`src/hw/rtl/hcbp_pkg.sv`:
```
// hcbp_pkg: shared constants, codes and types of the huffman code bit packer
// no dependencies; compile first
`default_nettype none

package hcbp_pkg;

    localparam int MAX_CODE_LEN = 32;
    localparam int NUM_SYMBOLS  = 256;

    localparam int FUNC_W   = 2;
    localparam int SYM_W    = 8;
    localparam int CODE_W   = 32;
    localparam int LEN_W    = 6;
    localparam int BYTE_W   = 8;
    localparam int PAD_W    = 4;
    localparam int TABLE_AW = (NUM_SYMBOLS > 1) ? $clog2(NUM_SYMBOLS) : 1;

    localparam int QUEUE_DEPTH = 4;
    localparam int QUEUE_AW    = $clog2(QUEUE_DEPTH);
    localparam int QCNT_W      = $clog2(QUEUE_DEPTH + 1);

    typedef enum logic [FUNC_W-1:0] {
        FUNC_LOAD   = 2'd0,
        FUNC_ENCODE = 2'd1,
        FUNC_FINISH = 2'd2,
        FUNC_UNUSED = 2'd3
    } func_t;

    typedef enum logic {
        OP_ENCODE = 1'b0,
        OP_FINISH = 1'b1
    } op_t;

    typedef enum logic {
        PK_IDLE   = 1'b0,
        PK_ENCODE = 1'b1
    } pack_state_t;

    typedef struct packed {
        logic [CODE_W-1:0] word;
        logic [LEN_W-1:0]  len;
    } table_entry_t;

    // code word is left aligned: bit CODE_W-1 is the first code bit
    typedef struct packed {
        op_t               op;
        logic [CODE_W-1:0] word;
        logic [LEN_W-1:0]  len;
    } cmd_t;

    typedef struct packed {
        logic              empty;
        logic [QCNT_W-1:0] count;
    } queue_status_t;

endpackage

`default_nettype wire

```
`src/hw/rtl/hcbp_if.sv`:
```
// hcbp_if: valid/ready channel interfaces for input items and result words
// depends on hcbp_pkg
`default_nettype none


interface hcbp_out_if;
    logic                         valid;
    logic                         ready;
    logic [hcbp_pkg::BYTE_W-1:0]  out_byte;
    logic [hcbp_pkg::PAD_W-1:0]   padding_bits;
    logic                         is_final;
    logic                         last;

    modport source (output valid, output out_byte, output padding_bits,
                    output is_final, output last, input ready);
    modport sink   (input valid, input out_byte, input padding_bits,
                    input is_final, input last, output ready);
endinterface

`default_nettype wire

```
`src/hw/rtl/hcbp_back.sv`:
```
// hcbp_back: bit packer, shifts code bits into bytes and drives the result channel
// depends on hcbp_pkg and hcbp_if
`default_nettype none

module hcbp_back
(
    input  wire logic                     clk,
    input  wire logic                     rst_n,
    input  wire hcbp_pkg::cmd_t           head,
    input  wire hcbp_pkg::queue_status_t  qstat,
    output logic                          pop,
    hcbp_out_if.source                    results
);

    hcbp_pkg::pack_state_t            state_reg;
    hcbp_pkg::pack_state_t            state_next;
    logic [hcbp_pkg::CODE_W-1:0]      cw_reg;
    logic [hcbp_pkg::CODE_W-1:0]      cw_next;
    logic [hcbp_pkg::LEN_W-1:0]       rem_reg;
    logic [hcbp_pkg::LEN_W-1:0]       rem_next;
    logic [hcbp_pkg::BYTE_W-1:0]      pack_reg;
    logic [hcbp_pkg::BYTE_W-1:0]      pack_next;
    logic [hcbp_pkg::PAD_W-1:0]       nfree_reg;
    logic [hcbp_pkg::PAD_W-1:0]       nfree_next;

    logic                             out_valid_reg;
    logic                             out_valid_next;
    logic [hcbp_pkg::BYTE_W-1:0]      out_byte_reg;
    logic [hcbp_pkg::BYTE_W-1:0]      out_byte_next;
    logic [hcbp_pkg::PAD_W-1:0]       pad_reg;
    logic [hcbp_pkg::PAD_W-1:0]       pad_next;
    logic                             final_reg;
    logic                             final_next;
    logic                             last_reg;
    logic                             last_next;

    logic                             can_emit;
    logic                             held_full;
    logic [hcbp_pkg::PAD_W-1:0]       avail;
    logic [hcbp_pkg::BYTE_W-1:0]      base;
    logic [hcbp_pkg::PAD_W-1:0]       take;
    logic [hcbp_pkg::LEN_W-1:0]       rem_after;
    logic                             step_go;
    logic [hcbp_pkg::BYTE_W-1:0]      chunk;

    assign can_emit  = !out_valid_reg || results.ready;
    // no free bit left: the byte is full and waits for the next code bit or the finish
    assign held_full = (nfree_reg == '0);
    assign avail     = held_full ? hcbp_pkg::PAD_W'(hcbp_pkg::BYTE_W) : nfree_reg;
    assign base      = held_full ? '0 : pack_reg;
    assign take      = (rem_reg < hcbp_pkg::LEN_W'(avail)) ? rem_reg[hcbp_pkg::PAD_W-1:0]
                                                           : avail;
    assign rem_after = rem_reg - hcbp_pkg::LEN_W'(take);
    assign step_go   = (state_reg == hcbp_pkg::PK_ENCODE) && (!held_full || can_emit);
    assign chunk     = cw_reg[hcbp_pkg::CODE_W-1 -: hcbp_pkg::BYTE_W]
                       >> (hcbp_pkg::PAD_W'(hcbp_pkg::BYTE_W) - avail);

    always_comb
    begin
        state_next = state_reg;
        case (state_reg)
            hcbp_pkg::PK_IDLE:
            begin
                if (!qstat.empty && (head.op == hcbp_pkg::OP_ENCODE) && (head.len != '0))
                begin
                    state_next = hcbp_pkg::PK_ENCODE;
                end
            end
            hcbp_pkg::PK_ENCODE:
            begin
                if (step_go && (rem_after == '0))
                begin
                    state_next = hcbp_pkg::PK_IDLE;
                end
            end
            default:
            begin
                state_next = hcbp_pkg::PK_IDLE;
            end
        endcase
    end

    always_comb
    begin
        pop            = 1'b0;
        cw_next        = cw_reg;
        rem_next       = rem_reg;
        pack_next      = pack_reg;
        nfree_next     = nfree_reg;
        out_valid_next = out_valid_reg && !results.ready;
        out_byte_next  = out_byte_reg;
        pad_next       = pad_reg;
        final_next     = final_reg;
        last_next      = last_reg;
        case (state_reg)
            hcbp_pkg::PK_IDLE:
            begin
                if (!qstat.empty)
                begin
                    if (head.op == hcbp_pkg::OP_FINISH)
                    begin
                        if (can_emit)
                        begin
                            pop            = 1'b1;
                            out_valid_next = 1'b1;
                            out_byte_next  = pack_reg;
                            pad_next       = nfree_reg;
                            final_next     = 1'b1;
                            last_next      = 1'b1;
                            pack_next      = '0;
                            nfree_next     = hcbp_pkg::PAD_W'(hcbp_pkg::BYTE_W);
                        end
                    end
                    else
                    begin
                        pop      = 1'b1;
                        cw_next  = head.word;
                        rem_next = head.len;
                    end
                end
            end
            hcbp_pkg::PK_ENCODE:
            begin
                if (step_go)
                begin
                    pack_next  = base | chunk;
                    nfree_next = avail - take;
                    rem_next   = rem_after;
                    cw_next    = cw_reg << take;
                    if (held_full)
                    begin
                        // a further code bit arrived, so the held full byte goes out
                        out_valid_next = 1'b1;
                        out_byte_next  = pack_reg;
                        pad_next       = '0;
                        final_next     = 1'b0;
                        last_next      = (rem_after == '0);
                    end
                end
            end
            default:
            begin
                pop = 1'b0;
            end
        endcase
    end

    always_ff @(posedge clk)
    begin
        cw_reg       <= cw_next;
        out_byte_reg <= out_byte_next;
        pad_reg      <= pad_next;
        final_reg    <= final_next;
        last_reg     <= last_next;
    end

    always_ff @(posedge clk or negedge rst_n)
    begin
        if (!rst_n)
        begin
            state_reg     <= hcbp_pkg::PK_IDLE;
            rem_reg       <= '0;
            pack_reg      <= '0;
            nfree_reg     <= hcbp_pkg::PAD_W'(hcbp_pkg::BYTE_W);
            out_valid_reg <= 1'b0;
        end
        else
        begin
            state_reg     <= state_next;
            rem_reg       <= rem_next;
            pack_reg      <= pack_next;
            nfree_reg     <= nfree_next;
            out_valid_reg <= out_valid_next;
        end
    end

    assign results.valid        = out_valid_reg;
    assign results.out_byte     = out_byte_reg;
    assign results.padding_bits = pad_reg;
    assign results.is_final     = final_reg;
    assign results.last         = last_reg;

endmodule

`default_nettype wire

```
`src/flat_wrapper.sv`:
```
// flat-port wrapper written by rule: the top's interface ports become plain ports
module hcbp_back_flat 
  (clk, rst_n, head, qstat, pop, results_valid, results_out_byte, results_padding_bits, results_is_final, results_last, results_ready);
  hcbp_out_if results_i ();
  input  wire logic clk;
  input  wire logic rst_n;
  input  wire hcbp_pkg::cmd_t head;
  input  wire hcbp_pkg::queue_status_t qstat;
  output logic pop;
  output wire logic [$bits(results_i.valid)-1:0] results_valid;
  output wire logic [$bits(results_i.out_byte)-1:0] results_out_byte;
  output wire logic [$bits(results_i.padding_bits)-1:0] results_padding_bits;
  output wire logic [$bits(results_i.is_final)-1:0] results_is_final;
  output wire logic [$bits(results_i.last)-1:0] results_last;
  input wire logic [$bits(results_i.ready)-1:0] results_ready;
  assign results_valid = results_i.valid;
  assign results_out_byte = results_i.out_byte;
  assign results_padding_bits = results_i.padding_bits;
  assign results_is_final = results_i.is_final;
  assign results_last = results_i.last;
  assign results_i.ready = results_ready;
  hcbp_back u_core (.clk(clk), .rst_n(rst_n), .head(head), .qstat(qstat), .pop(pop), .results(results_i));
endmodule
```
`config.mk`:
```
export PLATFORM = sky130hd
export DESIGN_NAME = hcbp_back_flat
export DESIGN_NICKNAME = d
export VERILOG_FILES = /design/src/hw/rtl/hcbp_pkg.sv /design/src/hw/rtl/hcbp_if.sv /design/src/hw/rtl/hcbp_back.sv /design/src/flat_wrapper.sv
export SDC_FILE = /design/constraint.sdc
export NUM_CORES = 1
export LEC_CHECK = 0
export BUFFER_PORTS_ARGS = -buffer_cell sky130_fd_sc_hd__buf_2
export CORE_UTILIZATION = 49
export CTS_BUF_LIST = sky130_fd_sc_hd__clkbuf_4
export DETAILED_ROUTE_END_ITERATION = 10
export GPL_TIMING_DRIVEN = 1
export PLACE_DENSITY = 0.69
export SYNTH_ARGS = -nofsm -noshare
export SYNTH_HDL_FRONTEND = slang
export SYNTH_SLANG_ARGS = --single-unit
```
`constraint.sdc`:
```
create_clock -name clk -period 12.6 [get_ports clk]
set_clock_uncertainty 0.15 [all_clocks]
set_input_delay 0.63 -clock clk [delete_from_list [all_inputs] [get_ports clk]]
set_output_delay 0.63 -clock clk [all_outputs]
set_load 0.05 [all_outputs]
```
# After elaboration in Yosys (flattened, before gate mapping)
# Cells that the tools add are included.
classes:
  add_sub_neg: 3
  order_cmp: 1
  eq_ne: 6
  shifts: 2
  n_mux: 55
  bitwise: 3
  reduce_logical: 17
ops:
  columns: ["op", "n"]
  rows:
  - ["32-bit two-way mux", 3]
  - ["8-bit two-way mux", 10]
  - ["32-bit one-hot mux with 2 select lines", 1]
  - ["4-bit two-way mux", 11]
  - ["8-bit one-hot mux with 2 select lines", 2]
  - ["32-bit by 4-bit left shift with 32-bit output", 1]
  - ["1-bit two-way mux", 18]
  - ["6-bit two-way mux", 3]
  - ["4-bit one-hot mux with 2 select lines", 2]
  - ["6-bit one-hot mux with 2 select lines", 1]
  - ["2-bit inequality test (second input constant)", 5]
  - ["8-bit bitwise OR", 1]
  - ["1-bit one-hot mux with 2 select lines", 4]
  - ["8-bit by 4-bit right shift with 8-bit output", 1]
  - ["6-bit logical NOT", 1]
  - ["6-bit by 4-bit < comparator with 1-bit output", 1]
  - ["6-bit nonzero test", 1]
  - ["6-bit by 4-bit subtractor with 6-bit output", 1]
  - ["1-bit logical AND", 5]
  - ["5-bit AND reduction", 1]
  - ["1-bit logical NOT", 4]
  - ["4-bit logical NOT", 1]
  - ["4-bit AND reduction", 1]
  - ["4-bit subtractor", 1]
  - ["5 further kinds", 7]
word_totals:
  reg_bits: 66
  input_bits: 46
  out_inout_bits: 16

# Longest topological paths before layout
logic_depth:
  ltp_word: 9
  ltp_mapped: 21
  ltp_nobuf: 18

# Worst setup path after synthesis
# No wires, ideal clock.
synth_timing:
  path_type: "register to register"
  from: "register u_core.nfree_reg[0] in the netlist's numbering"
  to: "register u_core.state_reg"
  setup_time_ps: 126
  arrival_time_ps: 3906
  path_slack_ps: 8418
  stages_incl_launch_ff: 22
  path_buffers: 3
  path_cell_list: "dfrtp_1 -> inv_1 -> ha_1 -> nand2b_1 -> o21ai_2 -> ha_1 -> nand2_1 -> o21a_1 -> o2111ai_1 -> nand3_1 -> buf_2 -> buf_6 -> buf_6 -> ha_1 -> inv_1 -> ha_1 -> a211oi_1 -> a2111oi_0 -> a211oi_1 -> xnor2_1 -> nand4b_1 -> o32a_1"
synth_via:
  elab_chain_cells: 9
synth_lines:
  columns: ["element", "line_no", "rtl"]
  rows:
  - ["from (decl)", "hcbp_back.sv:23", "logic [hcbp_pkg::PAD_W-1:0] nfree_reg;"]
  - ["from (signal assigned)", "hcbp_back.sv:164", "nfree_reg <= hcbp_pkg::PAD_W'(hcbp_pkg::BYTE_W);"]
  - ["from (signal assigned)", "hcbp_back.sv:172", "nfree_reg <= nfree_next;"]
  - ["4-bit logical NOT", "hcbp_back.sv:48", "assign held_full = (nfree_reg == '0);"]
  - ["4-bit two-way mux", "hcbp_back.sv:49", "assign avail = held_full ? hcbp_pkg::PAD_W'(hcbp_pkg::BYTE_W) : nfree_reg;"]
  - ["6-bit by 4-bit < comparator with 1-bit output", "hcbp_back.sv:51", "assign take = (rem_reg < hcbp_pkg::LEN_W'(avail)) ? rem_reg[hcbp_pkg::PAD_W-1:0]"]
  - ["4-bit two-way mux", "hcbp_back.sv:51", null]
  - ["6-bit by 4-bit subtractor with 6-bit output", "hcbp_back.sv:53", "assign rem_after = rem_reg - hcbp_pkg::LEN_W'(take);"]
  - ["6-bit logical NOT", "hcbp_back.sv:71", "if (step_go && (rem_after == '0))"]
  - ["1-bit logical AND *", "hcbp_back.sv:71", null]
  - ["1-bit two-way mux *", "hcbp_back.sv:71", null]
  - ["1-bit one-hot mux with 2 select lines *", "hcbp_back.sv:61", "case (state_reg)"]
  - ["named net u_core.state_next", "hcbp_back.sv:16", "hcbp_pkg::pack_state_t state_next;"]
  - ["to (signal assigned)", "hcbp_back.sv:161", "state_reg <= hcbp_pkg::PK_IDLE;"]
  - ["to (signal assigned)", "hcbp_back.sv:169", "state_reg <= state_next;"]
  - ["to (decl)", "hcbp_back.sv:15", "hcbp_pkg::pack_state_t state_reg;"]
# The timed path passes the listed nets; every way through them passes the cells marked *.
# A chain may end at the register's enable or synchronous reset.

# Final worst setup path
layout_timing:
  from: "register u_core.nfree_reg[1] in the netlist's numbering"
  to: "register u_core.cw_reg[25] in the netlist's numbering, data pin"
layout_via:
  elab_chain_cells: 7
layout_lines:
  columns: ["element", "line_no", "rtl"]
  rows:
  - ["4-bit logical NOT", "hcbp_back.sv:48", null]
  - ["4-bit two-way mux *", "hcbp_back.sv:49", null]
  - ["6-bit by 4-bit < comparator with 1-bit output", "hcbp_back.sv:51", null]
  - ["4-bit two-way mux *", "hcbp_back.sv:51", null]
  - ["32-bit by 4-bit left shift with 32-bit output *", "hcbp_back.sv:129", "cw_next = cw_reg << take;"]
  - ["32-bit two-way mux *", "hcbp_back.sv:124", "if (step_go)"]
  - ["32-bit one-hot mux with 2 select lines *", "hcbp_back.sv:95", "case (state_reg)"]
  - ["named net u_core.cw_next (one bit)", "hcbp_back.sv:18", "logic [hcbp_pkg::CODE_W-1:0] cw_next;"]
  - ["to (signal assigned)", "hcbp_back.sv:150", "cw_reg <= cw_next;"]
  - ["to (decl)", "hcbp_back.sv:17", "logic [hcbp_pkg::CODE_W-1:0] cw_reg;"]
# The timed path passes the listed nets; every way through them passes the cells marked *. The select of a mux whose other input is x is not followed.

==> flow_summary.json <==
{
  "hold_class": "input port to async pin",
  "cts_sinks": 66,
  "fillCellCount": 889,
  "cts_tree": "built",
  "multiInputGateArea_um2": 2620,
  "start_util_pct": 50.8,
  "synth.avg_cell_area_um2": 9.74,
  "reg2regPathDepth": 13,
  "synth_edf_count": 46,
  "clk_pin_slew_worst_paths_ns": 0.12,
  "hold_buffers": 0,
  "die_area_um2": 10000,
  "clock_path_buffers": 2,
  "timing.final.crit_share_pct": 35.3,
  "slew_headroom_pct": 32.2,
  "crit_arrival_ns": 4.42,
  "clk_latency_ns": 0.42,
  "slew_violations": 0,
  "grt-ovfl-total": 0,
  "rsz0062_at_grt": "no",
  "nNetsFinal": 585,
  "cts_root_buffer": "clkbuf_4",
  "crit-reg2reg-capture": "u_core.cw_reg[25]$_DFFE_PP_",
  "yosysUniqueCellTypes": 69,
  "dieWidth_um": 100,
  "antenna_found_initial": 0,
  "rr_startpoint": "u_core.nfree_reg[1]$_DFFE_PN0P_",
  "area_growth_pct": 10.3,
  "cts_max_level": 3,
  "period_minus_slack_ns": 4.44,
  "synth_nets": 538,
  "dp_hpwl_mm": 8.87,
  "worst-r2r-setup-slack_ns": 8.16,
  "register_area_um2": 1880,
  "critPathKind": "register to register",
  "drc": 0,
  "drtIter0Drc": 351,
  "cp-end-kind": "register",
  "numCtsBuffers": 9,
  "tightestPinTransition_ns": 1.01,
  "routed_wl_mm": 12.1,
  "vias_per_cell": 6.25,
  "ys_ff_latch": 66,
  "antennaDiodeCount": 0,
  "netlist_area_um2": 4720,
  "clock.fmax_mhz": 225,
  "postSynthCellCount": 484,
  "postCtsSetupBuffers": 0,
  "wl_per_cell_um": 18.3,
  "grt_max_degree": 36,
  "fin_tns_setup_ns": 0,
  "start_kind": "register",
  "first_pass_iters": 5,
  "status": "finished clean",
  "drive_gt1_share_pct": 19.6,
  "track_usage_pct": 25.2,
  "crit_path_max_fanout": 16,
  "final_antenna_net_count": 0,
  "grt_pass1_vias": 3861,
  "required_ns": 12.58,
  "gp_congestion": 0.864,
  "setup_viol": 0,
  "synth_ff_type": "edfxtp_1",
  "core_um2": 9280,
  "via_count": 4155,
  "yosys_warnings": 0,
  "cts_resized": 0,
  "synthArstFlopShare_pct": 30.3,
  "grt_first_pass_wirelength_mm": 19.6,
  "largest_reg_flops": 32,
  "ioPinCount": 62,
  "io_buffer_count": 58,
  "yosysSeqAreaShare_pct": 39.9,
  "die_h_um": 100,
  "drv_cap": 0,
  "hold_violations": 0,
  "rows": 35
}
-- through the flow --
| step | hold WS (ns) | utilization [%] | instances | area, um^2 | setup WS, ns |
|---|---|---|---|---|---|
| 2_1_floorplan | 0.184 | - | 484 | 4720 | 8.42 |
| 3_3_place_gp | 0.282 | 54.5 | 649 | 5060 | 8.32 |
| 3_5_place_dp | 0.287 | 54.5 | 649 | 5060 | 8.26 |
| 4_1_cts | 0.00503 | 56.0 | 665 | 5200 | 8.23 |
| 5_1_grt | 0.0313 | 56.0 | 665 | 5200 | 7.84 |
| 6_report | 0.00387 | 56.0 | 665 | 5200 | 8.16 |
-- cells in the final DEF, fill, tap and decap left out, types with 5 or more instances in the layout --
master and n:
nand3_1 16, o21ai_1 5, a211oi_1 8, a22oi_1 31
nand2_1 46, mux2i_1 59, clkbuf_4 9, nor3_1 12
inv_1 17, nor2_1 32, buf_2 58, o2bb2ai_1 6
a22o_1 8, o221ai_1 12, ha_1 8, dfrtp_1 19
a21oi_1 22, o21ai_0 24, edfxtp_1 46, buf_4 6
-- worst max-delay path by stage --
| stage | end | cells past startpoint | slack [ns] | startpoint |
|---|---|---|---|---|
| detailed placement | u_core.cw_reg[25]$_DFFE_PP_ | 13 | 8.26 | u_core.nfree_reg[0]$_DFFE_PN0P_ |
| global placement | u_core.cw_reg[24]$_DFFE_PP_ | 13 | 8.32 | u_core.nfree_reg[0]$_DFFE_PN0P_ |
| global route | u_core.results.last$_SDFFCE_PN1P_ | 17 | 7.84 | u_core.nfree_reg[0]$_DFFE_PN0P_ |
| finish | u_core.cw_reg[25]$_DFFE_PP_ | 13 | 8.16 | u_core.nfree_reg[1]$_DFFE_PN0P_ |
| CTS | u_core.cw_reg[25]$_DFFE_PP_ | 13 | 8.23 | u_core.nfree_reg[1]$_DFFE_PN0P_ |
| floorplan | u_core.state_reg$_DFF_PN0_ | 21 | 8.42 | u_core.nfree_reg[0]$_DFFE_PN0P_ |
-- critical path, cell delays in order, from the launching register on --
cell and delay, ns:
dfrtp_1 0.44, inv_1 0.10, ha_1 0.24, nand2b_1 0.11
o21ai_2 0.35, ha_1 0.30, nand2_1 0.10, o21ai_1 0.10
maj3_2 0.40, or3_1 0.45, a211oi_4 0.69, a22oi_1 0.24
a41oi_1 0.32, o21ai_0 0.15
-- per-layer routing --
metal / track usage, % / share of wire [%] / routed length [um] / vias to the layer above
met5: 0 / 0 / 0 / -
met4: 8.36 / 1.7 / 210 / 0
met3: 3.27 / 7.2 / 875 / 22
met2: 41.1 / 46 / 5630 / 191
met1: 34.9 / 45 / 5430 / 1963
li1: - / - / - / 1979
-- final cells by class --
| cell class | instances | area share, % |
|---|---|---|
| tap | 129 | 3.10 |
| multi-input combinational | 372 | 50.3 |
| sequential | 66 | 36.2 |
| clock buffer | 9 | 1.30 |
| inverter | 18 | 1.30 |
| clock inverter | 7 | 1.35 |
| timing repair buffer | 64 | 6.45 |
-- synthesized netlist by cell type (all sizes together) (10+ instances only) --
cell type	n	share of area, %
nand2	47	3.8
buf	14	2.1
a211oi	10	2.0
o21ai	30	3.3
dfrtp	19	10
mux2i	59	13
inv	18	1.4
nand3	17	1.8
clkbuf	14	1.1
edfxtp	46	29
a22oi	32	5.2
a21oi	22	2.3
o221ai	12	2.2
nor2	33	2.7
nor3	13	1.5
-- cell families after synthesis --
group	count (synthesis)	share of synthesized area, %
mux	64	14.2
flops	66	39.9
xor+xnor	4	0.743
fa+ha+maj	10	2.60
buf+inv	46	4.70
compound gates	151	23.1
simple gates	143	14.7
Power is not shown: default switching activity piles up to over one toggle a cycle in this logic, so the estimate is an artifact.
