## src/hw/rtl/hcbp_pkg.sv

```systemverilog
// hcbp_pkg: shared constants, codes and types of the huffman code bit packer
// no dependencies; compile first
`default_nettype none

package hcbp_pkg;

    localparam int MAX_CODE_LEN = 32;
    localparam int NUM_SYMBOLS  = 256;

    localparam int FUNC_W   = 2;
    localparam int SYM_W    = 8;
    localparam int CODE_W   = 32;
    localparam int LEN_W    = 6;
    localparam int BYTE_W   = 8;
    localparam int PAD_W    = 4;
    localparam int TABLE_AW = (NUM_SYMBOLS > 1) ? $clog2(NUM_SYMBOLS) : 1;

    localparam int QUEUE_DEPTH = 4;
    localparam int QUEUE_AW    = $clog2(QUEUE_DEPTH);
    localparam int QCNT_W      = $clog2(QUEUE_DEPTH + 1);

    typedef enum logic [FUNC_W-1:0] {
        FUNC_LOAD   = 2'd0,
        FUNC_ENCODE = 2'd1,
        FUNC_FINISH = 2'd2,
        FUNC_UNUSED = 2'd3
    } func_t;

    typedef enum logic {
        OP_ENCODE = 1'b0,
        OP_FINISH = 1'b1
    } op_t;

    typedef enum logic {
        PK_IDLE   = 1'b0,
        PK_ENCODE = 1'b1
    } pack_state_t;

    typedef struct packed {
        logic [CODE_W-1:0] word;
        logic [LEN_W-1:0]  len;
    } table_entry_t;

    // code word is left aligned: bit CODE_W-1 is the first code bit
    typedef struct packed {
        op_t               op;
        logic [CODE_W-1:0] word;
        logic [LEN_W-1:0]  len;
    } cmd_t;

    typedef struct packed {
        logic              empty;
        logic [QCNT_W-1:0] count;
    } queue_status_t;

endpackage

`default_nettype wire

```

## src/hw/rtl/hcbp_queue.sv

```systemverilog
// hcbp_queue: short command queue between the front and the bit packer
// depends on hcbp_pkg
`default_nettype none

module hcbp_queue
(
    input  wire logic                     clk,
    input  wire logic                     rst_n,
    input  wire logic                     push,
    input  wire hcbp_pkg::cmd_t           push_cmd,
    input  wire logic                     pop,
    output hcbp_pkg::cmd_t                head,
    output hcbp_pkg::queue_status_t       qstat
);

    hcbp_pkg::cmd_t                   slots [hcbp_pkg::QUEUE_DEPTH];
    logic [hcbp_pkg::QUEUE_AW-1:0]    wr_ptr_reg;
    logic [hcbp_pkg::QUEUE_AW-1:0]    wr_ptr_next;
    logic [hcbp_pkg::QUEUE_AW-1:0]    rd_ptr_reg;
    logic [hcbp_pkg::QUEUE_AW-1:0]    rd_ptr_next;
    logic [hcbp_pkg::QCNT_W-1:0]      count_reg;
    logic [hcbp_pkg::QCNT_W-1:0]      count_next;

    assign head        = slots[rd_ptr_reg];
    assign qstat.empty = (count_reg == '0);
    assign qstat.count = count_reg;

    // pointers wrap at the queue depth, which need not be a power of two
    always_comb
    begin
        wr_ptr_next = wr_ptr_reg;
        rd_ptr_next = rd_ptr_reg;
        count_next  = count_reg;
        if (push)
        begin
            wr_ptr_next = (int'(wr_ptr_reg) == hcbp_pkg::QUEUE_DEPTH - 1)
                        ? '0 : wr_ptr_reg + 1'b1;
        end
        if (pop)
        begin
            rd_ptr_next = (int'(rd_ptr_reg) == hcbp_pkg::QUEUE_DEPTH - 1)
                        ? '0 : rd_ptr_reg + 1'b1;
        end
        if (push && !pop)
        begin
            count_next = count_reg + 1'b1;
        end
        else if (pop && !push)
        begin
            count_next = count_reg - 1'b1;
        end
    end

    always_ff @(posedge clk)
    begin
        if (push)
        begin
            slots[wr_ptr_reg] <= push_cmd;
        end
    end

    always_ff @(posedge clk or negedge rst_n)
    begin
        if (!rst_n)
        begin
            wr_ptr_reg <= '0;
            rd_ptr_reg <= '0;
            count_reg  <= '0;
        end
        else
        begin
            wr_ptr_reg <= wr_ptr_next;
            rd_ptr_reg <= rd_ptr_next;
            count_reg  <= count_next;
        end
    end

endmodule

`default_nettype wire

```

## config.mk

```make
export PLATFORM = sky130hd
export DESIGN_NAME = hcbp_queue
export DESIGN_NICKNAME = d
export VERILOG_FILES = /design/src/hw/rtl/hcbp_pkg.sv /design/src/hw/rtl/hcbp_queue.sv
export SDC_FILE = /design/constraint.sdc
export NUM_CORES = 1
export LEC_CHECK = 0
export BUFFER_PORTS_ARGS = -buffer_cell sky130_fd_sc_hd__buf_4
export CORE_AREA = 2 2 121 123
export CTS_BUF_LIST = sky130_fd_sc_hd__clkbuf_8
export DETAILED_ROUTE_END_ITERATION = 10
export DIE_AREA = 0 0 123 125
export PLACE_DENSITY = 0.7
export SLEW_MARGIN = 20
export SYNTH_ARGS = -nofsm -noshare
export SYNTH_HDL_FRONTEND = slang
export SYNTH_SLANG_ARGS = --single-unit
```

## constraint.sdc

```tcl
create_clock -name clk -period 2.5 [get_ports clk]
set_input_delay 0.75 -clock clk [delete_from_list [all_inputs] [get_ports clk]]
set_output_delay 0.75 -clock clk [all_outputs]
set_load 0.02 [all_outputs]
```

# Yosys cells after proc, flatten, opt, wreduce, memory -nomap -nowiden
# Memory sizes are Yosys's and may differ from the RTL's.
# Cells that the tools add are included.
# word_totals
mem_count	1
in_bits	43
reg_bits	7
ram_bits	156
wordCells	22
# mem_list
memory	words	word_bits	rd	rd_ports_with_merged_regs	wr	line_no	source
slots	4	39	1	0	1	hcbp_queue.sv:16	hcbp_pkg::cmd_t slots [hcbp_pkg::QUEUE_DEPTH];
# classes
muxes	6
n_reduce_logical	6
n_addsub	4
n_eq_ne	2
# ops
cell	count
3-bit two-way mux	2
2-bit by 1-bit adder with 2-bit output (second input constant)	2
2-bit by 1-bit equality test with 1-bit output (second input constant)	2
2-bit two-way mux	2
3-bit by 1-bit adder with 3-bit output (second input constant)	1
3-bit logical NOT	1
3-bit by 1-bit subtractor with 3-bit output (second input constant)	1
1-bit logical AND	2
1-bit logical NOT	2
1-bit two-way mux	2
2-bit nonzero test	1

# Longest topological paths before layout
# Gate-level depths: netlist (run 1).
# depth
depth_word	4
ltp_mapped	7

# Least setup slack after synthesis (run 1)
# No wires, ideal clock.
# synth_path
path_type	input -> register
from	in push
to	mem slots[3][0] (netlist name) (enable)
arrival_time_ns	1.700
required_ns	2.100
setup_slack_ns	0.400
path_stages	1
setup_time_ns	0.400
path_buffers	0
cell_sequence	and2_1
# synth_via
elab_chain_len	2
# synth_rtl
element	line_no	source
from (decl)	hcbp_queue.sv:9	input wire logic push,
1-bit two-way mux	hcbp_queue.sv:56	if (push)
1-bit two-way mux (not written as such)	hcbp_queue.sv:58	slots[wr_ptr_reg] <= push_cmd;
to (decl)	hcbp_queue.sv:16	
# Every way passes these cells.

==> flow_summary.rst, run 1 <==
.. list-table::
   :header-rows: 1

   * - Metric
     - Value
   * - Category of the worst setup path launch point
     - register
   * - Area fraction of the dominant cell type after synthesis
     - 0.770
   * - Number of nets in the synthesized netlist
     - 290
   * - Number of buffers created by CTS
     - 17
   * - Cell with the largest stage delay on the worst path
     - sky130_fd_sc_hd__mux4_2
   * - Final Instance Area
     - 7550 um^2
   * - Average wire length per cell after detail routing
     - 18.9 um
   * - Final number of max-transition violations
     - 0
   * - Path class of the lowest-slack min-delay path
     - input pin to asynchronous set/reset pin
   * - Fraction of final layout cells with drive strength greater than 1
     - 0.486
   * - Via total after detailed routing
     - 2,730
   * - Register area
     - 4860 um^2
   * - Sequential share of the synthesized area
     - 0.799
   * - Final critical-path share of the clock period
     - 1.02
   * - Ant. Diodes
     - 0
   * - Relative slew slack
     - 0.717
   * - Largest net degree at the start of global routing
     - 30
   * - Arrival time of the worst setup path
     - 1.81 ns
   * - # port buffers
     - 85
   * - Routability congestion estimate from global placement
     - 0.656
   * - Overall track demand over capacity in global routing
     - 0.144
   * - Sequential fraction of design power
     - 0.411
   * - Data required time at the worst endpoint
     - 1.75 ns
   * - Vertical die dimension
     - 125 um
   * - Post-synth design cell area
     - 6080 um^2
   * - Cell type group with the largest total delay on the critical path
     - multiplexers
   * - Number of hold violations in the final report
     - 0
   * - Setup slack of the most critical reg-to-reg path
     - 0.85 ns
   * - Most frequent cells in the layout
     - sky130_fd_sc_hd__edfxtp_1, sky130_fd_sc_hd__buf_4, sky130_fd_sc_hd__mux4_2, sky130_fd_sc_hd__buf_6, sky130_fd_sc_hd__clkbuf_8
   * - Ordered list of cells on the worst path
     - buf_12, mux4_2, buf_6
   * - Internal power summed over all cells
     - 6.18 mW
   * - Outcome
     - finished, violations left
   * - PwrDens
     - 1180 nW/um^2
   * - Standby leakage power
     - 2.61 nW
   * - Avg Synthesized Cell Area
     - 25.3 um^2
   * - Max FFs per register
     - 156
   * - Clk slew on worst S/H paths
     - 0.08 ns
   * - Logic pwr share
     - 0.377
   * - Number of placement rows
     - 44
   * - Layout overhead on the synthesized area
     - 24.2%
   * - Buffers and inverters on the worst path
     - 2
   * - Setup WS pre-CTS
     - 0.385 ns
   * - Layout Skew
     - 0.00925 ns
   * - Number of global-route vias before repair
     - 2,956
   * - Endpoint kind of the worst setup timing path
     - output pin
   * - Worst r2r src
     - wr_ptr_reg[0]$_DFFE_PN0P_
   * - Maximum fanout encountered on the critical timing path
     - 23
   * - Sum of routed wire length over all layers
     - 10,300 um
   * - Total gr overflow
     - 0
   * - Synthesis-stage register bit count
     - 163
   * - Total core area
     - 14,200 um^2
   * - Count of cells along the worst register-to-register path
     - 4
   * - RSZ-0062 raised after global routing
     - yes
   * - Fmax
     - 391 MHz
   * - Delay of the slowest cell on the worst path
     - 0.55 ns
   * - Min Tclk post-route
     - 2.56 ns
   * - Multi-input gate area
     - 1100 um^2
   * - Worst hold margin
     - 0.0982 ns
   * - Most common cell after layout, fill and taps aside
     - sky130_fd_sc_hd__edfxtp_1
   * - Cell accounting for the most synthesized area
     - sky130_fd_sc_hd__edfxtp_1
   * - Switching power of the nets
     - 2.71 mW
   * - Pre-Repair DR Iteration Count
     - 4
   * - Instance count of the mapped netlist
     - 240
   * - Detailed placement HPWL
     - 6390 um
   * - DRC violations left
     - 0
   * - Final count of negative-setup-slack endpoints
     - 36
   * - Share of the core filled with cells in the final layout
     - 0.532
   * - Worst VDD drop
     - 0.657 mV
   * - Residual antenna-violating net count after detailed routing
     - 0
   * - Initial core utilization
     - 0.428
   * - Worst Max-Slew Pin Slew
     - 0.425 ns
   * - Type of the setup path with the least slack
     - register to output pin
   * - Number of maximum-capacitance constraint violations
     - 0
   * - Clk root buf
     - sky130_fd_sc_hd__clkbuf_8
   * - Share of power burned in the clock network
     - 0.212
   * - Setup Fix Bufs, Post-CTS
     - 0
   * - 1st-iter DRT viols
     - 143
   * - CTS H-tree lvls
     - 4
   * - Number of warnings reported in the yosys synthesis log
     - 0
   * - Via density
     - 5.04
   * - Fin worst setup slack
     - -0.0556 ns
   * - Count of unique library cells instantiated by Yosys
     - 18
   * - Number of nets in the finished design
     - 395
   * - Number of buffers inserted by hold repair at cts
     - 0
   * - Placement-stage cell area
     - 7010 um^2
   * - Violations in the final reports
     - setup timing
   * - Switching fraction of total power
     - 0.305
   * - Fill cell total of the finished layout
     - 1,127
   * - DIE AREA
     - 15,400 um^2
   * - TritonCTS clock tree
     - built
   * - Synth area leaders
     - sky130_fd_sc_hd__edfxtp_1, sky130_fd_sc_hd__mux4_2, sky130_fd_sc_hd__dfrtp_1
   * - Num Clock Sinks
     - 163
   * - Number of antenna violations at the first check in global routing
     - 0
   * - Worst reg2reg endpoint
     - slots[0][36]$_DFFE_PP_
   * - Largest buffer count on any clock path
     - 2
   * - I/O Pins
     - 86
   * - Horizontal die dimension
     - 123 um
   * - Global-route wire length before repair
     - 15,800 um
   * - Clock latency at the later pin of the worst-skew pair
     - 0.45 ns
[layout make-up]
cell class                      instances  share of cell area
Sequential cell                       163               0.644
Multi-Input combinational cell         64               0.145
Timing Repair Buffer                   95               0.125
Clock buffer                           17              0.0310
Tap cell                              184              0.0305
Clock inverter                         15              0.0219
Inverter                                4             0.00199
[through the flow]
step | std cells | TNS, ns | power [mW]
floorplan | 240 | 0 | 5.69
global placement | 510 | 0 | 6.77
detailed placement | 510 | 0 | 6.82
CTS | 542 | -3.26 | 9.02
global route | 542 | -4.14 | 9.29
finish | 542 | -1.07 | 8.88
[what timing repair did]
action / 4_1_cts / 5_1_grt
cloned: 0 / 0
resized for setup: 40 / 0
endpoints found under the setup margin: 39 / 39
[power by group through the flow]
stage	logic [mW]	clock network [mW]	registers [mW]
after global routing	3.58	2.02	3.69
after detailed placement	3.11	0	3.71
after CTS	3.44	1.93	3.65
final	3.35	1.89	3.65
after floorplan	1.99	0	3.71
after global placement	3.08	0	3.69
[synth_stat cells (all sizes together)]
library cell	instances
and2	4
buf	9
dfrtp	7
edfxtp	156
fa	1
ha	6
inv	4
mux2	3
mux4	39
nand2	2
nor2	3
nor3	1
o21ai	2
xnor2	1
xor2	2
[per-layer routing]
layer | share of wire | GRT usage | up-vias
met1 | 0.43 | 0.182 | 1428
met4 | 0.021 | 0.0662 | 0
met5 | 0 | 0 | -
li1 | - | - | 1217
met2 | 0.50 | 0.230 | 66
met3 | 0.047 | 0.0424 | 19
[worst max path at each step]
stage / from / to / slack (ns) / depth (start not counted)
after floorplan: push / slots[3][0]$_DFFE_PP_ / 0.40 / 1
after global placement: rd_ptr_reg[0]$_DFFE_PN0P_ / head[27] / 0.39 / 3
after detailed placement: rd_ptr_reg[0]$_DFFE_PN0P_ / head[34] / 0.39 / 3
after CTS: rd_ptr_reg[0]$_DFFE_PN0P_ / head[24] / -0.12 / 3
after global routing: rd_ptr_reg[0]$_DFFE_PN0P_ / head[6] / -0.14 / 3
final: rd_ptr_reg[0]$_DFFE_PN0P_ / head[1] / -0.06 / 3
[cell families (layout without fill, tap and decap cells)]
kind of cell,after synthesis,count (layout),synth area share
flip-flops,163,163,0.799
XOR/XNOR,3,3,0.00432
AO/OA/AOI/OAI,2,2,0.00165
buffers and inverters,13,131,0.0208
adder cells (fa/ha/maj),7,7,0.0156
multiplexers,42,42,0.151
AND/OR/NAND/NOR,10,10,0.00802
(Power assumes the default switching activity.)
==> run 2, diff against run 1 <==
--- a/config.mk
+++ b/config.mk
@@ -6,11 +6,11 @@
 export NUM_CORES = 1
 export LEC_CHECK = 0
 export BUFFER_PORTS_ARGS = -buffer_cell sky130_fd_sc_hd__buf_4
-export CORE_AREA = 2 2 121 123
+export CORE_AREA = 2 2 109 111
 export CTS_BUF_LIST = sky130_fd_sc_hd__clkbuf_8
 export DETAILED_ROUTE_END_ITERATION = 10
-export DIE_AREA = 0 0 123 125
-export PLACE_DENSITY = 0.7
+export DIE_AREA = 0 0 111 113
+export PLACE_DENSITY = 0.82
 export SLEW_MARGIN = 20
 export SYNTH_ARGS = -nofsm -noshare
 export SYNTH_HDL_FRONTEND = slang
==> constraint.sdc (replaced) <==
create_clock -name clk -period 2.5 [get_ports clk]
set_input_delay 0.5 -clock clk [delete_from_list [all_inputs] [get_ports clk]]
set_output_delay 0.5 -clock clk [all_outputs]
set_load 0.02 [all_outputs]
==> run 2 against run 1 <==
Net effect: the run now ends clean; flip-flop and latch count unchanged; sequential power up 1%; die area down 18%; non-clock buffer count up 1; utilization up 12 points; critical endpoint is now head[34]; largest power group unchanged; highest routed layer unchanged.
==> flow_summary.rst, run 2 (synthesis results as in run 1) <==
.. list-table::
   :header-rows: 1

   * - Metric
     - Value
   * - Global-route wire length before repair
     - 15,700 um
   * - TritonCTS clock tree
     - built
   * - Hold_sp
     - push_cmd[7]
   * - Initial core utilization
     - 0.540
   * - Fraction of final layout cells with drive strength greater than 1
     - 0.471
   * - Number of global-route vias before repair
     - 2,928
   * - Clk slew on worst S/H paths
     - 0.08 ns
   * - Number of placement rows
     - 39
   * - Via total after detailed routing
     - 2,707
   * - Overall track demand over capacity in global routing
     - 0.171
   * - Cell with the largest stage delay on the worst path
     - sky130_fd_sc_hd__mux4_1
   * - Ordered list of cells on the worst path
     - buf_4, mux4_1, buf_4
   * - # port buffers
     - 85
   * - DRC violations left
     - 0
   * - Final critical-path share of the clock period
     - 0.944
   * - Count of cells along the worst register-to-register path
     - 4
   * - Worst VDD drop
     - 0.674 mV
   * - DIE AREA
     - 12,500 um^2
   * - Most frequent cells in the layout
     - sky130_fd_sc_hd__edfxtp_1, sky130_fd_sc_hd__buf_4, sky130_fd_sc_hd__mux4_2
   * - Residual antenna-violating net count after detailed routing
     - 0
   * - Post-layout instance count excluding filler cells
     - 502
   * - Data required time at the worst endpoint
     - 2.00 ns
   * - Via density
     - 5.39
   * - Max FFs per register
     - 156
   * - Number of maximum-capacitance constraint violations
     - 0
   * - Total core area
     - 11,300 um^2
   * - Worst reg2reg endpoint
     - slots[2][31]$_DFFE_PP_
   * - Layout Skew
     - 0.00876 ns
   * - PwrDens
     - 1150 nW/um^2
   * - Vertical die dimension
     - 113 um
   * - First element of the critical path
     - rd_ptr_reg[0]$_DFFE_PN0P_
   * - Layout overhead on the synthesized area
     - 20.5%
   * - Relative slew slack
     - 0.654
   * - Clk root buf
     - sky130_fd_sc_hd__clkbuf_8
   * - Min Tclk post-route
     - 2.36 ns
   * - Detailed placement HPWL
     - 6240 um
   * - Number of antenna violations at the first check in global routing
     - 0
   * - Standby leakage power
     - 2.56 nW
   * - Sum of routed wire length over all layers
     - 10,000 um
   * - Number of nets in the finished design
     - 396
   * - Category of the worst setup path launch point
     - register
   * - Horizontal die dimension
     - 111 um
   * - Number of buffers created by CTS
     - 17
   * - Number of hold violations in the final report
     - 0
   * - Hold path cells
     - 1
   * - Type of the setup path with the least slack
     - register to output pin
   * - Total gr overflow
     - 0
   * - Final number of max-transition violations
     - 0
   * - Path class of the lowest-slack min-delay path
     - input pin to register
   * - Endpoint kind of the worst setup timing path
     - output pin
   * - Crit-path most repeated cell
     - sky130_fd_sc_hd__buf_4
   * - Delay of the slowest cell on the worst path
     - 0.59 ns
   * - End of the worst hold path
     - slots[2][7]$_DFFE_PP_
   * - 1st-iter DRT viols
     - 162
   * - CTS-repair resized insts
     - 0
   * - I/O Pins
     - 86
   * - Most common cell after layout, fill and taps aside
     - sky130_fd_sc_hd__edfxtp_1
   * - Final count of negative-setup-slack endpoints
     - 0
   * - Arrival time of the worst setup path
     - 1.86 ns
   * - Average wire length per cell after detail routing
     - 19.9 um
   * - Pre-Repair DR Iteration Count
     - 4
   * - Setup slack of the most critical reg-to-reg path
     - 0.75 ns
   * - Fill cell total of the finished layout
     - 753
   * - Ant. Diodes
     - 0
   * - Largest buffer count on any clock path
     - 2
   * - Routability congestion estimate from global placement
     - 0.682
   * - RSZ-0062 raised after global routing
     - no
   * - Largest net degree at the start of global routing
     - 32
   * - Placed cell count
     - 469
   * - Worst r2r src
     - wr_ptr_reg[0]$_DFFE_PN0P_
   * - Worst Max-Slew Pin Slew
     - 0.520 ns
   * - Clock latency at the later pin of the worst-skew pair
     - 0.42 ns
   * - Num Clock Sinks
     - 163
   * - Setup Fix Bufs, Post-CTS
     - 0
   * - Setup_tns
     - 0 ns
   * - Maximum fanout encountered on the critical timing path
     - 13
   * - CTS H-tree lvls
     - 4
   * - Outcome
     - finished, final reports clean
   * - Number of buffers inserted by hold repair at cts
     - 1
   * - Fmax
     - 424 MHz
## run 2: cell count changes in the layout (fill, tap and decap cells not counted), moves of 2 or more
| cell | delta |
|---|---|
| sky130_fd_sc_hd__clkbuf_8 | +2 |
| sky130_fd_sc_hd__buf_4 | +41 |
| sky130_fd_sc_hd__buf_6 | -39 |
| sky130_fd_sc_hd__buf_12 | -2 |
| sky130_fd_sc_hd__clkinv_2 | -4 |
| sky130_fd_sc_hd__inv_1 | +4 |
## run 2: power by group
group	switching (mW)	internal, mW	leakage [nW]
Combinational	1.51	1.41	0.854
Clock	0.868	0.922	0.196
Sequential	0.190	3.51	1.51
Total	2.57	5.84	2.56
## run 2: how the worst max path moves through the flow
| stage | to | slack (ns) | depth (start not counted) |
|---|---|---|---|
| floorplan | slots[0][0]$_DFFE_PP_ | 0.53 | 3 |
| global route | head[34] | 0.04 | 3 |
| CTS | head[34] | 0.08 | 3 |
| finish | head[34] | 0.14 | 3 |
| global placement | head[34] | 0.58 | 3 |
| detailed placement | head[34] | 0.56 | 3 |
## run 2: metrics by stage
stage	instance area (um^2)	hold WS, ns	power (mW)	utilization	setup slack (ns)
2_1_floorplan	6080	0.204	5.69	-	0.530
3_3_place_gp	6930	0.325	6.68	0.615	0.578
3_5_place_dp	6930	0.327	6.75	0.615	0.561
4_1_cts	7330	0.229	8.54	0.650	0.0754
5_1_grt	7330	0.234	8.80	0.650	0.0394
6_report	7330	0.270	8.41	0.650	0.139
## run 2: worst max-delay path: cells and delay by family, from the launching register on
family,cells,cell delay [ns]
buffers and inverters,2,0.45
DFF,1,0.39
muxes,1,0.59
## run 2: final cells by class
type                    count  area, um^2  share of cell area
clock buffers              19         262              0.0357
clock inverters            13         123              0.0167
inverters                   4        15.0             0.00205
multi-input cells          64        1100               0.150
flip-flops and latches    163        4860               0.664
well taps                 143         179              0.0244
repair buffers             96         786               0.107
## run 2: routing by layer
| metal | share of wire | GRT usage | vias up |
|---|---|---|---|
| li1 | - | - | 1217 |
| met1 | 0.42 | 0.216 | 1408 |
| met2 | 0.53 | 0.285 | 71 |
| met3 | 0.046 | 0.0562 | 11 |
| met4 | 0.011 | 0.0525 | 0 |
| met5 | 0 | 0 | - |
